===== config.mk =====
export PLATFORM = sky130hd
export DESIGN_NAME = display_message_blink_decoder_flat
export DESIGN_NICKNAME = d
export VERILOG_FILES = /design/src/sv/dmbd_pkg.sv /design/src/sv/dmbd_req_if.sv /design/src/sv/dmbd_res_if.sv /design/src/sv/display_message_blink_decoder.sv /design/src/sv/dmbd_text_ram.sv /design/src/sv/dmbd_out_stage.sv /design/src/flat_wrapper.sv
export SDC_FILE = /design/constraint.sdc
export NUM_CORES = 1
export LEC_CHECK = 0
export BUFFER_PORTS_ARGS = -buffer_cell sky130_fd_sc_hd__buf_2
export CAP_MARGIN = 20
export CORE_MARGIN = 2
export CORE_UTILIZATION = 52
export DETAILED_ROUTE_END_ITERATION = 10
export GPL_TIMING_DRIVEN = 0
export PLACE_DENSITY_LB_ADDON = 0.05
export SETUP_SLACK_MARGIN = 0.5
export SKIP_LAST_GASP = 1
export SYNTH_ARGS = -nofsm -noshare
export SYNTH_HDL_FRONTEND = slang
export SYNTH_HIERARCHICAL = 1
export SYNTH_SLANG_ARGS = --single-unit

===== constraint.sdc =====
create_clock -name clk -period 3.33 [get_ports clk]
set_clock_uncertainty 0.1 [all_clocks]
set_input_delay 0.1665 -clock clk [delete_from_list [all_inputs] [get_ports clk]]
set_output_delay 0.1665 -clock clk [all_outputs]
set_load 0.01 [all_outputs]

===== src/sv/dmbd_pkg.sv =====
// ----------------------------------------------------------------------------
// dmbd_pkg
// Shared types, codes and sizes of the display message blink decoder.
// ----------------------------------------------------------------------------
package dmbd_pkg;

  // text line size and derived widths
  localparam int TEXT_CHARS = 14;
  localparam int CNT_W      = $clog2(TEXT_CHARS + 1);
  localparam int POS_W      = $clog2(TEXT_CHARS);
  localparam int MASK_W     = 16;
  localparam int MASK_IW    = 4;

  // request types
  localparam logic [1:0] REQ_BYTE = 2'd0;
  localparam logic [1:0] REQ_CTRL = 2'd1;
  localparam logic [1:0] REQ_TICK = 2'd2;

  // result kinds
  localparam logic [1:0] KIND_CHAR    = 2'd0;
  localparam logic [1:0] KIND_BAR_OFF = 2'd1;
  localparam logic [1:0] KIND_BAR_ON  = 2'd2;

  // message byte codes
  localparam logic [7:0] MB_END         = 8'h00;
  localparam logic [7:0] MB_NOP         = 8'h81;
  localparam logic [7:0] MB_PERIOD      = 8'h84;
  localparam logic [7:0] MB_COMMA       = 8'h86;
  localparam logic [7:0] MB_COLON       = 8'h8c;
  localparam logic [7:0] MB_COLON_BLINK = 8'h8d;

  // characters
  localparam logic [7:0] CH_PERIOD = 8'h2e;
  localparam logic [7:0] CH_COMMA  = 8'h2c;
  localparam logic [7:0] CH_COLON  = 8'h3a;
  localparam logic [7:0] CH_SPACE  = 8'h20;

  // control words
  localparam logic [15:0] CW_BAR_OFF = 16'h712b;
  localparam logic [15:0] CW_BAR_ON  = 16'h002b;
  localparam int          N_BLINK_CODES = 12;
  localparam logic [15:0] BLINK_CODES [N_BLINK_CODES] = '{
    16'h0049, 16'h7149, 16'h6249, 16'h1349, 16'h5449, 16'h2549,
    16'h3649, 16'h4749, 16'h3849, 16'h4949, 16'h5a49, 16'h2b49
  };

  // one result word
  typedef struct packed {
    logic [1:0] kind;
    logic [7:0] code;
    logic [3:0] pos;
    logic       dim;
    logic       last;
  } res_t;

  function automatic logic is_punct(input logic [7:0] c);
    return (c == CH_PERIOD) || (c == CH_COMMA) || (c == CH_COLON);
  endfunction

endpackage


===== src/sv/dmbd_req_if.sv =====
// ----------------------------------------------------------------------------
// dmbd_req_if
// Request channel: message bytes, control words and blink ticks.
// ----------------------------------------------------------------------------
interface dmbd_req_if;
  logic        valid;
  logic        ready;
  logic [1:0]  req_type;
  logic [7:0]  msg_byte;
  logic [15:0] ctrl_word;

  modport source (output valid, req_type, msg_byte, ctrl_word, input ready);
  modport sink   (input valid, req_type, msg_byte, ctrl_word, output ready);
endinterface


===== src/sv/dmbd_res_if.sv =====
// ----------------------------------------------------------------------------
// dmbd_res_if
// Result channel: character writes and bargraph events.
// ----------------------------------------------------------------------------
interface dmbd_res_if;
  logic       valid;
  logic       ready;
  logic [1:0] out_kind;
  logic [7:0] char_code;
  logic [3:0] char_pos;
  logic       dim;
  logic       last;

  modport source (output valid, out_kind, char_code, char_pos, dim, last, input ready);
  modport sink   (input valid, out_kind, char_code, char_pos, dim, last, output ready);
endinterface


===== src/sv/display_message_blink_decoder.sv =====
// A stored character is registered as the pending word, then in the output
// register. One request at a time: a character or bargraph word is emitted
// from the pending word, an end of message pads each cell after the stored
// ones, a blink tick reads then tests each stored character and emits each
// redrawn one. Output stalls hold the sequencer. Reset clears all control
// state; the character buffer, undefined until written, needs no clearing pass.
// ----------------------------------------------------------------------------
// display_message_blink_decoder
// Turns panel display bytes into character writes, handles blink control
// words and redraws masked characters on each blink tick.
// ----------------------------------------------------------------------------
module display_message_blink_decoder
  import dmbd_pkg::*;
(
  input  logic clk,
  input  logic rst,
  dmbd_req_if.sink   req,
  dmbd_res_if.source res
);

  typedef enum logic [4:0] {
    ST_IDLE = 5'b00001,
    ST_EMIT = 5'b00010,
    ST_PAD  = 5'b00100,
    ST_RD   = 5'b01000,
    ST_CHK  = 5'b10000
  } state_t;

  state_t             state;
  logic [CNT_W-1:0]   cnt;
  logic [MASK_W-1:0]  mask;
  logic               phase;
  logic               running;
  logic               start_pending;
  logic [CNT_W-1:0]   idx;
  logic [MASK_IW-1:0] k;
  res_t               pend;
  logic               pend_valid;

  logic               accept;
  logic               push;
  logic               room;
  res_t               word;
  logic               ram_we;
  logic               ram_re;
  logic [7:0]         rdata;

  // message byte decode
  logic [CNT_W-1:0]   cnt_eff;
  logic [MASK_W-1:0]  mask_eff;
  logic               running_eff;
  logic [MASK_W-1:0]  mask_byte;
  logic               store;
  logic [7:0]         store_char;
  logic               fits;

  // control word decode
  logic [MASK_W-1:0]  mask_ctrl;

  // blink scan
  logic               punct;
  logic               hit;
  logic               stall;

  assign accept = req.valid && req.ready;
  assign req.ready = (state == ST_IDLE);

  // effect of a new message start
  always_comb begin
    cnt_eff     = start_pending ? '0 : cnt;
    mask_eff    = start_pending ? '0 : mask;
    running_eff = start_pending ? 1'b0 : running;
    mask_byte   = mask_eff;
    store       = 1'b1;
    store_char  = req.msg_byte;
    unique case (req.msg_byte)
      MB_PERIOD: store_char = CH_PERIOD;
      MB_COMMA:  store_char = CH_COMMA;
      MB_COLON:  store_char = CH_COLON;
      MB_COLON_BLINK: begin
        store_char = CH_COLON;
        if (cnt_eff != '0) begin
          mask_byte = mask_eff | (MASK_W'(1) << MASK_IW'(cnt_eff - CNT_W'(1)));
        end
      end
      MB_NOP, MB_END: store = 1'b0;
      default: store_char = req.msg_byte;
    endcase
    fits = (cnt_eff < CNT_W'(TEXT_CHARS));
  end

  // blink code match
  always_comb begin
    mask_ctrl = mask;
    for (int i = 0; i < N_BLINK_CODES; i++) begin
      if (req.ctrl_word == BLINK_CODES[i]) begin
        mask_ctrl[i] = 1'b1;
      end
    end
  end

  // scan test on the word read back
  assign punct = is_punct(rdata);
  assign hit   = !punct && mask[k];
  assign stall = push && !room;

  // result word selection
  always_comb begin
    push = 1'b0;
    word = pend;
    unique case (state)
      ST_EMIT: push = 1'b1;
      ST_PAD: begin
        push      = 1'b1;
        word.kind = KIND_CHAR;
        word.code = CH_SPACE;
        word.pos  = 4'(idx);
        word.dim  = 1'b0;
        word.last = (idx == CNT_W'(TEXT_CHARS - 1));
      end
      ST_CHK: begin
        push      = hit && pend_valid;
        word.last = 1'b0;
      end
      default: push = 1'b0;
    endcase
  end

  // buffer ports
  assign ram_we = accept && (req.req_type == REQ_BYTE) && store && fits;
  assign ram_re = (state == ST_RD) && (idx != cnt);

  dmbd_text_ram u_ram (
    .clk   (clk),
    .we    (ram_we),
    .waddr (POS_W'(cnt_eff)),
    .wdata (store_char),
    .re    (ram_re),
    .raddr (POS_W'(idx)),
    .rdata (rdata)
  );

  dmbd_out_stage u_out (
    .clk  (clk),
    .rst  (rst),
    .push (push),
    .word (word),
    .room (room),
    .res  (res)
  );

  // sequencer and message state
  always_ff @(posedge clk) begin
    if (rst) begin
      state         <= ST_IDLE;
      cnt           <= '0;
      mask          <= '0;
      phase         <= 1'b0;
      running       <= 1'b0;
      start_pending <= 1'b1;
      pend_valid    <= 1'b0;
      idx           <= '0;
      k             <= '0;
    end else begin
      unique case (state)
        ST_IDLE: begin
          if (accept) begin
            unique case (req.req_type)
              REQ_BYTE: begin
                start_pending <= 1'b0;
                cnt           <= cnt_eff;
                mask          <= mask_byte;
                running       <= running_eff;
                if (store && fits) begin
                  pend  <= '{kind: KIND_CHAR, code: store_char, pos: 4'(cnt_eff),
                             dim: 1'b0, last: 1'b1};
                  cnt   <= cnt_eff + CNT_W'(1);
                  state <= ST_EMIT;
                end
                if (req.msg_byte == MB_END) begin
                  start_pending <= 1'b1;
                  if (mask_byte != '0) begin
                    running <= 1'b1;
                  end
                  idx <= cnt_eff;
                  if (fits) begin
                    state <= ST_PAD;
                  end
                end
              end
              REQ_CTRL: begin
                mask <= mask_ctrl;
                if (mask_ctrl != '0) begin
                  running <= 1'b1;
                end
                if (req.ctrl_word == CW_BAR_OFF) begin
                  pend  <= '{kind: KIND_BAR_OFF, code: 8'd0, pos: 4'd0,
                             dim: 1'b0, last: 1'b1};
                  state <= ST_EMIT;
                end else if (req.ctrl_word == CW_BAR_ON) begin
                  pend  <= '{kind: KIND_BAR_ON, code: 8'd0, pos: 4'd0,
                             dim: 1'b0, last: 1'b1};
                  state <= ST_EMIT;
                end
              end
              REQ_TICK: begin
                if (running) begin
                  phase      <= !phase;
                  idx        <= '0;
                  k          <= '0;
                  pend_valid <= 1'b0;
                  state      <= ST_RD;
                end
              end
              default: state <= ST_IDLE;
            endcase
          end
        end
        ST_EMIT: begin
          if (room) begin
            pend_valid <= 1'b0;
            state      <= ST_IDLE;
          end
        end
        ST_PAD: begin
          if (room) begin
            idx <= idx + CNT_W'(1);
            if (idx == CNT_W'(TEXT_CHARS - 1)) begin
              state <= ST_IDLE;
            end
          end
        end
        ST_RD: begin
          if (idx == cnt) begin
            state <= pend_valid ? ST_EMIT : ST_IDLE;
          end else begin
            state <= ST_CHK;
          end
        end
        ST_CHK: begin
          if (!stall) begin
            if (!punct) begin
              k <= k + MASK_IW'(1);
            end
            if (hit) begin
              pend       <= '{kind: KIND_CHAR, code: rdata, pos: 4'(idx),
                              dim: phase, last: 1'b1};
              pend_valid <= 1'b1;
            end
            idx   <= idx + CNT_W'(1);
            state <= ST_RD;
          end
        end
        default: state <= ST_IDLE;
      endcase
    end
  end

endmodule


===== src/sv/dmbd_text_ram.sv =====
// ----------------------------------------------------------------------------
// dmbd_text_ram
// Character buffer of the text line, one write and one registered read port.
// ----------------------------------------------------------------------------
module dmbd_text_ram
  import dmbd_pkg::*;
(
  input  logic             clk,
  input  logic             we,
  input  logic [POS_W-1:0] waddr,
  input  logic [7:0]       wdata,
  input  logic             re,
  input  logic [POS_W-1:0] raddr,
  output logic [7:0]       rdata
);

  logic [7:0] mem [TEXT_CHARS];

  // write port
  always_ff @(posedge clk) begin
    if (we) begin
      mem[waddr] <= wdata;
    end
  end

  // read port, data held until the next read
  always_ff @(posedge clk) begin
    if (re) begin
      rdata <= mem[raddr];
    end
  end

endmodule


===== src/sv/dmbd_out_stage.sv =====
// ----------------------------------------------------------------------------
// dmbd_out_stage
// Output register of the result channel; takes a new word as the old leaves.
// ----------------------------------------------------------------------------
module dmbd_out_stage
  import dmbd_pkg::*;
(
  input  logic  clk,
  input  logic  rst,
  input  logic  push,
  input  res_t  word,
  output logic  room,
  dmbd_res_if.source res
);

  logic full;
  res_t held;

  assign room = !full || res.ready;

  // occupancy
  always_ff @(posedge clk) begin
    if (rst) begin
      full <= 1'b0;
    end else if (push && room) begin
      full <= 1'b1;
    end else if (res.ready) begin
      full <= 1'b0;
    end
  end

  // payload
  always_ff @(posedge clk) begin
    if (push && room) begin
      held <= word;
    end
  end

  assign res.valid     = full;
  assign res.out_kind  = held.kind;
  assign res.char_code = held.code;
  assign res.char_pos  = held.pos;
  assign res.dim       = held.dim;
  assign res.last      = held.last;

endmodule


===== src/flat_wrapper.sv =====
// flat-port wrapper written by rule: the top's interface ports become plain ports
module display_message_blink_decoder_flat import dmbd_pkg::*;
  (clk, rst, req_valid, req_req_type, req_msg_byte, req_ctrl_word, req_ready, res_valid, res_out_kind, res_char_code, res_char_pos, res_dim, res_last, res_ready);
  dmbd_req_if req_i ();
  dmbd_res_if res_i ();
  input  logic clk;
  input  logic rst;
  input wire logic [$bits(req_i.valid)-1:0] req_valid;
  input wire logic [$bits(req_i.req_type)-1:0] req_req_type;
  input wire logic [$bits(req_i.msg_byte)-1:0] req_msg_byte;
  input wire logic [$bits(req_i.ctrl_word)-1:0] req_ctrl_word;
  output wire logic [$bits(req_i.ready)-1:0] req_ready;
  output wire logic [$bits(res_i.valid)-1:0] res_valid;
  output wire logic [$bits(res_i.out_kind)-1:0] res_out_kind;
  output wire logic [$bits(res_i.char_code)-1:0] res_char_code;
  output wire logic [$bits(res_i.char_pos)-1:0] res_char_pos;
  output wire logic [$bits(res_i.dim)-1:0] res_dim;
  output wire logic [$bits(res_i.last)-1:0] res_last;
  input wire logic [$bits(res_i.ready)-1:0] res_ready;
  assign req_i.valid = req_valid;
  assign req_i.req_type = req_req_type;
  assign req_i.msg_byte = req_msg_byte;
  assign req_i.ctrl_word = req_ctrl_word;
  assign req_ready = req_i.ready;
  assign res_valid = res_i.valid;
  assign res_out_kind = res_i.out_kind;
  assign res_char_code = res_i.char_code;
  assign res_char_pos = res_i.char_pos;
  assign res_dim = res_i.dim;
  assign res_last = res_i.last;
  assign res_i.ready = res_ready;
  display_message_blink_decoder u_core (.clk(clk), .rst(rst), .req(req_i), .res(res_i));
endmodule

==> impl_metrics.sql, run 1 <==
INSERT INTO impl_metrics (metric_group, metric, value, unit) VALUES
('outcome', 'outcome', 'finished clean', ''),
('worst_setup_path', 'critical_path_max_stage_delay', '0.55', 'ns'),
('yosys', 'synth_seq_cells', '189', ''),
('timing', 'setup_viol', '0', ''),
('yosys', 'post_synth.cell_area_avg', '12.63', 'um2'),
('global_route', 'grt_start_max_net_pins', '21', ''),
('detailed_routing', 'wirelength_per_cell', '21.70', 'um'),
('hold_path', 'hold_path.class', 'in -> reg', ''),
('floorplanning', 'start_util', '0.5286', ''),
('floorplanning', 'core.rowCount', '48', ''),
('global_route', 'grt_util_all_layers', '0.2533', ''),
('global_route', 'globalRouteOverflowTotal', '0', ''),
('yosys', 'biggest_area_consumer_among_synthesized_cells', 'edfxtp_1', ''),
('pwr', 'switch_pwr', '1.415', 'mW'),
('timing', 'maxSlewViolCount', '0', ''),
('yosys', 'postSynthCellCount', '719', ''),
('worst_setup_path', 'timing.critical_path.to_type', 'register', ''),
('pwr', 'switching_share', '0.2665', ''),
('detailed_routing', 'postRouteWirelength', '22550', 'um'),
('final_layout', 'layout_common_cells', '151 x edfxtp_1, 61 x nor2_1, 54 x buf_2, 44 x nand2_1, 40 x a21oi_1', ''),
('detailed_routing', 'ant_nets', '0', ''),
('timing', 'max_slew.worst_pin.slew', '0.8333', 'ns'),
('cts', 'clock_latency', '0.44', 'ns'),
('timing', 'final_min_period_over_clock_period', '0.8316', ''),
('cts', 'cts-root-to-sink-buffers', '2', ''),
('floorplanning', 'dieWidth', '136.1', 'um'),
('floorplanning', 'die-area', '18530', 'um2'),
('cts', 'clkTransAtPathRegs', '0.07', 'ns'),
('pwr', 'power.share.sequential', '0.503', ''),
('cts', 'cts_htree_levels', '4', ''),
('timing', 'grt_setup_unrepaired', 'yes', ''),
('hold_path', 'worst_hold_path_cell_count', '3', ''),
('worst_setup_path', 'crit_path_cell_chain', 'clkbuf_1, nand2_1, clkinv_2, a32oi_4, nor2b_4, nand3b_1, nor2_2', ''),
('detailed_routing', 'viasPerCell', '6.168', ''),
('worst_setup_path', 'number_of_buffers_and_inverters_on_the_critical_path', '2', ''),
('floorplanning', 'dieHeight', '136.1', 'um'),
('timing', 'finalHoldViolations', '0', ''),
('cts', 'clock_sink_count', '189', ''),
('cts', 'cts_made_buffers', '17', ''),
('worst_setup_path', 'timing.reg2reg.worst_path_depth', '7', ''),
('global_route', 'grt_pass1_vias', '6149', ''),
('yosys', 'asyncSetResetFlopFracSynth', '0', ''),
('timing', 'maxClockFrequency', '0.3611', 'GHz'),
('flow_run', 'cap_violations', '0', ''),
('pwr', 'internal_power', '3.894', 'mW'),
('final_layout', 'post_route_cells_drive_above_1_share', '0.1990', ''),
('placed_design', 'detailed_place_hpwl', '15710', 'um'),
('worst_setup_path', 'worstPathArrival', '2.74', 'ns'),
('worst_setup_path', 'worst-setup-path-type', 'reg -> reg', ''),
('worst_setup_path', 'crit_cells', '7', ''),
('yosys', 'number_of_synthesized_flops_with_an_enable_pin', '151', ''),
('final_layout', 'post-route-cell-area', '10480', 'um2'),
('cts', 'root_buffer', 'clkbuf_16', ''),
('detailed_routing', 'via_count', '6409', ''),
('placed_design', 'placedInstanceArea', '9628', 'um2'),
('global_route', 'first_pass_grt_wire_length', '34780', 'um'),
('placed_design', 'gpl.final_weighted_congestion', '0.9744', ''),
('detailed_routing', 'initialDrtViolationCount', '633', ''),
('pwr', 'power_leakage', '3.522', 'nW'),
('final_layout', 'layout_commonest_cell', 'edfxtp_1', ''),
('yosys', 'dominantRegCellSynth', 'edfxtp_1', ''),
('yosys', 'netlist-cell-type-count', '73', ''),
('final_layout', 'final_core_util', '0.6098', ''),
('final_layout', 'layout.cells.non_filler', '1039', ''),
('floorplanning', 'ioPinCount', '48', ''),
('yosys', 'post_synth_instance_area', '9079', 'um2'),
('pwr', 'power_frac_comb', '0.123', ''),
('timing', 'slew_headroom', '0.4433', ''),
('worst_setup_path', 'startpoint_type', 'register', ''),
('placed_design', 'portBuffers', '47', ''),
('yosys', 'synth_top_cell_area_share', '0.4994', '');
## power groups by stage
stage               Sequential, mW  Clock (mW)  Combinational [mW]
finish                        2.67        1.99               0.651
global route                  2.68        2.11               0.717
CTS                           2.67        2.01               0.618
detailed placement            2.72           0               0.585
global placement              2.72           0               0.572
floorplan                     2.71           0               0.413
## per-stage QoR
| step | total power [mW] | hold WS [ns] | setup slack [ns] |
|---|---|---|---|
| 3_5_place_dp | 3.309 | 0.2814 | -0.6064 |
| 3_3_place_gp | 3.295 | 0.2797 | -0.6173 |
| 2_1_floorplan | 3.125 | 0.1289 | 0.4514 |
| 6_report | 5.309 | 0.02859 | 0.5608 |
| 5_1_grt | 5.510 | 0.04415 | 0.4176 |
| 4_1_cts | 5.300 | 0.01864 | 0.5064 |
## tightest hold or removal path: stages
cell     delay, ns
buf_2         0.14
o311a_1       0.17
nor3_1        0.04
## layer usage
layer / up-vias / part of all wire / GRT usage
met1: 3218 / 0.47 / 0.3728
met5: - / 0 / 0
met4: 0 / 0.015 / 0.07755
met2: 200 / 0.47 / 0.3855
li1: 2961 / - / -
met3: 30 / 0.053 / 0.04586
## synth_stat cells, drive strengths merged (14+ instances only)
cell	instances
nand3	17
clkbuf	27
dfxtp	38
and2	21
inv	14
o21ai	23
mux4	29
nor2	72
edfxtp	151
nand2b	18
a21oi	42
nor3	23
nand2	45
## state kept, by name, indices dropped and copies added (netlist names), 4 cells and up
register / flops
u_core/pend: 15
u_core/u_ram/mem: 112
u_core/state: 5
u_core/u_out/res.char_code: 8
u_core/k: 4
u_core/cnt: 4
u_core/mask: 16
u_core/u_out/res.char_pos: 4
u_core/idx: 4
u_core/u_ram/rdata: 8
## worst paths after layout
kind                                                 endpoint            start  slack (ns)
worst max register to register         u_core/u_ram/mem[6][7]    u_core/cnt[3]        0.56
worst max-delay path                   u_core/u_ram/mem[6][7]    u_core/cnt[3]        0.56
worst min-delay path                          u_core/state[1]  req_req_type[0]        0.03
worst min register to register  u_core/u_out/res.char_code[5]  u_core/pend[11]        0.41
## repair_timing
item	CTS	global route
setup endpoints to repair	129	146
pin swaps	4	4
hold buffers	2	0
setup buffers	5	5
gates resized for setup	23	20
gates cloned	0	0
endpoints found under the hold margin	1	0
## kinds of logic after synthesis
kind of cell | synth area share
simple gates | 0.1482
flops | 0.5832
compound gates | 0.1076
buf+inv | 0.02894
mux | 0.1100
xor+xnor | 0.009648
fa+ha+maj | 0.01240
## area by class of cell
type	count	area, um2
plain buffers	39	206.4
clock buffers	17	425.4
clock inverters	15	165.2
fillers	1382	6701
inverters	16	70.07
multi-input cells	475	3640
flip-flops and latches	189	5296
well taps	225	281.5
repair buffers	63	390.4
No activity file was read; power rests on OpenSTA's default activity.
==> inputs of run 2 (changes only) <==
--- a/config.mk
+++ b/config.mk
@@ -5,6 +5,7 @@
 export SDC_FILE = /design/constraint.sdc
 export NUM_CORES = 1
 export LEC_CHECK = 0
+export ABC_AREA = 1
 export BUFFER_PORTS_ARGS = -buffer_cell sky130_fd_sc_hd__buf_2
 export CAP_MARGIN = 20
 export CORE_MARGIN = 2
==> constraint.sdc (replaced) <==
create_clock -name clk -period 2.72 [get_ports clk]
set_clock_uncertainty 0.1 [all_clocks]
set_input_delay 0.136 -clock clk [delete_from_list [all_inputs] [get_ports clk]]
set_output_delay 0.136 -clock clk [all_outputs]
set_load 0.01 [all_outputs]
==> run 2 against run 1 <==
- worst hold slack gained 0.031 ns
- clock power increased by 27%
- fmax grew 28%
- area after synthesis grew 7.9%
- wire length up 11%
==> impl_metrics.sql, run 2 <==
INSERT INTO impl_metrics (metric_group, metric, value, unit) VALUES
('worst_setup_path', 'timing.critical_path.slowest_stage_cell', 'dfxtp_4', ''),
('worst_setup_path', 'worstPathArrival', '2.21', 'ns'),
('final_layout', 'multi_input_combinational_cell_area', '3931', 'um2'),
('cts', 'clock_latency', '0.44', 'ns'),
('detailed_routing', 'drt_pre_antenna_iters', '6', ''),
('yosys', 'dominantRegCellSynth', 'edfxtp_1', ''),
('floorplanning', 'dieWidth', '141.2', 'um'),
('detailed_routing', 'ant_nets', '0', ''),
('final_layout', 'seqCellArea', '5304', 'um2'),
('timing', 'slew_headroom', '0.2744', ''),
('final_layout', 'reg_top3', 'u_core/u_ram/mem x112, u_core/mask x16, u_core/pend x15', ''),
('cts', 'root_buffer', 'clkbuf_16', ''),
('timing', 'grt_setup_unrepaired', 'yes', ''),
('worst_setup_path', 'critical_path.reg2reg.startpoint', 'u_core/k[0]', ''),
('hold_path', 'hold_path_start', 'req_msg_byte[0]', ''),
('yosys', 'mappedNetlistNets', '1200', ''),
('timing', 'totalNegativeSetupSlack', '0', 'ns'),
('global_route', 'grt_start_max_net_pins', '19', ''),
('final_layout', 'largest-register', 'u_core/u_ram/mem', ''),
('yosys', 'synth_seq_area_share', '0.5406', ''),
('worst_setup_path', 'timing.critical_path.to_type', 'register', ''),
('floorplanning', 'dieHeight', '141.2', 'um'),
('cts', 'tritoncts', 'built', ''),
('final_layout', 'synthToLayoutAreaGrowth', '18.98', '%'),
('pwr', 'power_frac_comb', '0.364', ''),
('timing', 'max_slew.worst_pin.slew', '1.084', 'ns'),
('timing', 'timing.final.crit_period', '2.163', 'ns'),
('outcome', 'outcome', 'finished clean', ''),
('yosys', 'asyncSetResetFlopFracSynth', '0', ''),
('worst_setup_path', 'timing.reg2reg.worst_path_depth', '13', ''),
('pwr', 'switching_share', '0.3735', ''),
('detailed_routing', 'postRouteWirelength', '25050', 'um'),
('floorplanning', 'core.rowCount', '50', ''),
('timing', 'finalHoldViolations', '0', ''),
('worst_setup_path', 'regToRegSetupSlack', '0.56', 'ns'),
('yosys', 'netlist-cell-type-count', '46', ''),
('global_route', 'top_usage_layer', 'met1', ''),
('placed_design', 'gpl.final_weighted_congestion', '0.9156', ''),
('cts', 'cts-root-to-sink-buffers', '2', ''),
('yosys', 'post_synth.cell_area_avg', '8.436', 'um2'),
('worst_setup_path', 'worst-setup-path-type', 'reg -> reg', ''),
('timing', 'final_min_period_over_clock_period', '0.7952', ''),
('final_layout', 'final.fill_count', '1640', ''),
('global_route', 'grt_util_all_layers', '0.2556', ''),
('placed_design', 'detailed_place_hpwl', '17850', 'um'),
('detailed_routing', 'wirelength_per_cell', '16.64', 'um'),
('detailed_routing', 'viasPerCell', '5.401', ''),
('final_layout', 'largest_register_ff_count', '112', ''),
('worst_setup_path', 'crit_path_cell_chain', 'buf_8, nand2_4, nand3_2, nand3_2, nand3b_1, nand4_1, nand2_2, nand2_2, buf_6, nand3_4, nor3_4, buf_6, buf_12', ''),
('yosys', 'synth_top_cells_by_count', '317 x nand2_1, 151 x edfxtp_1, 151 x inv_1, 130 x nor2_1, 107 x nand3_1', ''),
('final_layout', 'layout_commonest_cell', 'nand2_1', ''),
('final_layout', 'nNetsFinal', '1298', ''),
('global_route', 'first_pass_grt_wire_length', '38840', 'um'),
('timing', 'maxSlewViolCount', '0', ''),
('pwr', 'share_clk_of_total_power', '0.260', ''),
('global_route', 'globalRouteOverflowTotal', '0', ''),
('placed_design', 'portBuffers', '47', ''),
('pwr', 'power.share.sequential', '0.376', ''),
('timing', 'setup_viol', '0', ''),
('timing', 'layout_setup_ws', '0.5570', 'ns'),
('yosys', 'synth_seq_cells', '189', ''),
('pwr', 'internal_power', '6.092', 'mW'),
('yosys', 'yosysMostFrequentCell', 'nand2_1', ''),
('yosys', 'number_of_synthesized_flops_with_an_enable_pin', '151', ''),
('floorplanning', 'start_util', '0.5271', ''),
('global_route', 'grt_pass1_vias', '7267', ''),
('pwr', 'power-per-cell-area', '834.4', 'nW/um2'),
('pwr', 'design_power_total', '9.724', 'mW'),
('floorplanning', 'die-area', '19950', 'um2'),
('pwr', 'max-vdd-ir-drop', '577.9', 'uV'),
('floorplanning', 'ioPinCount', '48', ''),
('worst_setup_path', 'crit_path_max_fanout', '6', ''),
('yosys', 'biggest_area_consumer_among_synthesized_cells', 'edfxtp_1', ''),
('timing', 'maxClockFrequency', '0.4623', 'GHz'),
('detailed_routing', 'via_count', '8134', ''),
('pwr', 'switch_pwr', '3.632', 'mW'),
('worst_setup_path', 'startpoint_type', 'register', ''),
('cts', 'cts_made_buffers', '17', ''),
('cts', 'cts_htree_levels', '4', ''),
('yosys', 'synth.top_cells.by_area', 'edfxtp_1 46%, nand2_1 12%, dfxtp_1 7.8%', ''),
('hold_path', 'hold_path.class', 'in -> reg', ''),
('detailed_routing', 'route.detailed.drc', '0', ''),
('worst_setup_path', 'critical_path_max_stage_delay', '0.37', 'ns'),
('cts', 'clkTransAtPathRegs', '0.07', 'ns'),
('global_route', 'grt_use_met2', '0.3776', ''),
('flow_run', 'cap_violations', '0', ''),
('worst_setup_path', 'worstReg2RegEnd', 'u_core/pend[8]', ''),
('final_layout', 'post_route_cells_drive_above_1_share', '0.1777', ''),
('final_layout', 'final_core_util', '0.6272', ''),
('hold_path', 'worst_hold_path_cell_count', '3', ''),
('global_route', 'antenna_violations_before_repair', '0', ''),
('worst_setup_path', 'worst_ep_required_time', '2.77', 'ns'),
('global_route', 'use_met3', '0.04518', ''),
('detailed_routing', 'initialDrtViolationCount', '700', ''),
('cts', 'clock_sink_count', '189', ''),
('floorplanning', 'fp.coreArea', '18580', 'um2'),
('final_layout', 'layout_common_cells', '306 x nand2_1, 151 x edfxtp_1, 149 x inv_1, 114 x nor2_1, 94 x nand3_1', ''),
('hold_path', 'holdPathEnd', 'u_core/pend[6]', ''),
('global_route', 'gr-usage-met1', '0.3894', ''),
('yosys', 'synth_warnings', '6', ''),
('yosys', 'synth_top_cell_area_share', '0.4630', ''),
('placed_design', 'dp_worst_setup_slack', '-0.01643', 'ns'),
('final_layout', 'insertedDiodeCount', '0', ''),
('yosys', 'postSynthCellCount', '1161', ''),
('yosys', 'post_synth_instance_area', '9794', 'um2'),
('pwr', 'power_leakage', '4.882', 'nW');
==> run 2: changes by cell type after synthesis, moves of 17 or more <==
| cell | before | now |
|---|---|---|
| nand3_1 | 17 | 107 |
| inv_1 | 14 | 151 |
| nand2b_1 | 17 | 0 |
| mux4_1 | 27 | 0 |
| nand2_1 | 44 | 317 |
| and2_1 | 19 | 0 |
| nor2_1 | 72 | 130 |
==> run 2: how the worst max path moves through the flow <==
| stage | startpoint | end | slack, ns | cells after the start |
|---|---|---|---|---|
| finish | u_core/k[0] | u_core/pend[8] | 0.56 | 13 |
| global route | u_core/k[0] | u_core/pend[8] | 0.45 | 13 |
| CTS | u_core/state[2] | u_core/u_ram/mem[9][1] | 0.48 | 11 |
| detailed placement | u_core/state[0] | u_core/pend[14] | -0.02 | 7 |
| global placement | req_msg_byte[5] | u_core/pend[7] | -0.46 | 8 |
| floorplan | u_core/state[3] | u_core/u_ram/mem[10][0] | 0.53 | 9 |
==> run 2: cell type report <==
cell class | count | share of cell area
Clock inverter | 15 | 0.01492
Multi-Input combinational cell | 766 | 0.3373
Buffer | 39 | 0.02308
Inverter | 167 | 0.05562
Timing Repair Buffer | 79 | 0.05229
Tap cell | 234 | 0.02512
Sequential cell | 189 | 0.4551
Clock buffer | 17 | 0.03650
==> run 2: cell families (layout without fill, tap and decap cells) <==
group	count (synthesis)	after routing	synth area share
compound gates	128	128	0.07435
xor+xnor	6	6	0.005365
fa+ha+maj	9	9	0.01150
buf+inv	206	317	0.09070
flops	189	189	0.5406
simple gates	623	623	0.2775
==> run 2: critical path, delay by kind of cell, from the launching register on <==
family | cells | cell delay [ns]
flops | 1 | 0.37
simple gates | 9 | 0.91
buf+inv | 4 | 0.50
==> run 2: power groups by stage <==
stage                     sequential, mW  clock, mW  combinational (mW)
after CTS                           3.63       2.57                3.34
final                               3.65       2.53                3.54
after floorplan                     3.65          0                2.27
after global placement              3.68          0                3.10
after global routing                3.68       2.69                3.91
after detailed placement            3.68          0                3.13
==> run 2: metal layers <==
metal	wire [um]	up-vias	share of wire
met5	0	-	0
met3	1912	31	0.076
li1	-	4025	-
met4	398	0	0.016
met1	11920	3772	0.48
met2	10820	306	0.43
==> run 2: through the flow <==
step           cells  hold WS (ns)  area [um2]
2_1_floorplan   1161       0.09844        9809
3_3_place_gp    1442        0.2931       10340
3_5_place_dp    1443        0.2989       10350
4_1_cts         1494       0.04164       11400
5_1_grt         1506       0.06489       11650
6_report        1506       0.05923       11650
==> run 2: repair_timing <==
action / 4_1_cts / 5_1_grt
gates cloned: 1 / 1
hold endpoints to repair: 4 / 0
hold buffers: 3 / 0
setup endpoints to repair: 154 / 143
buffers inserted: 15 / 10
gates resized for setup: 54 / 38
pin swaps: 14 / 20
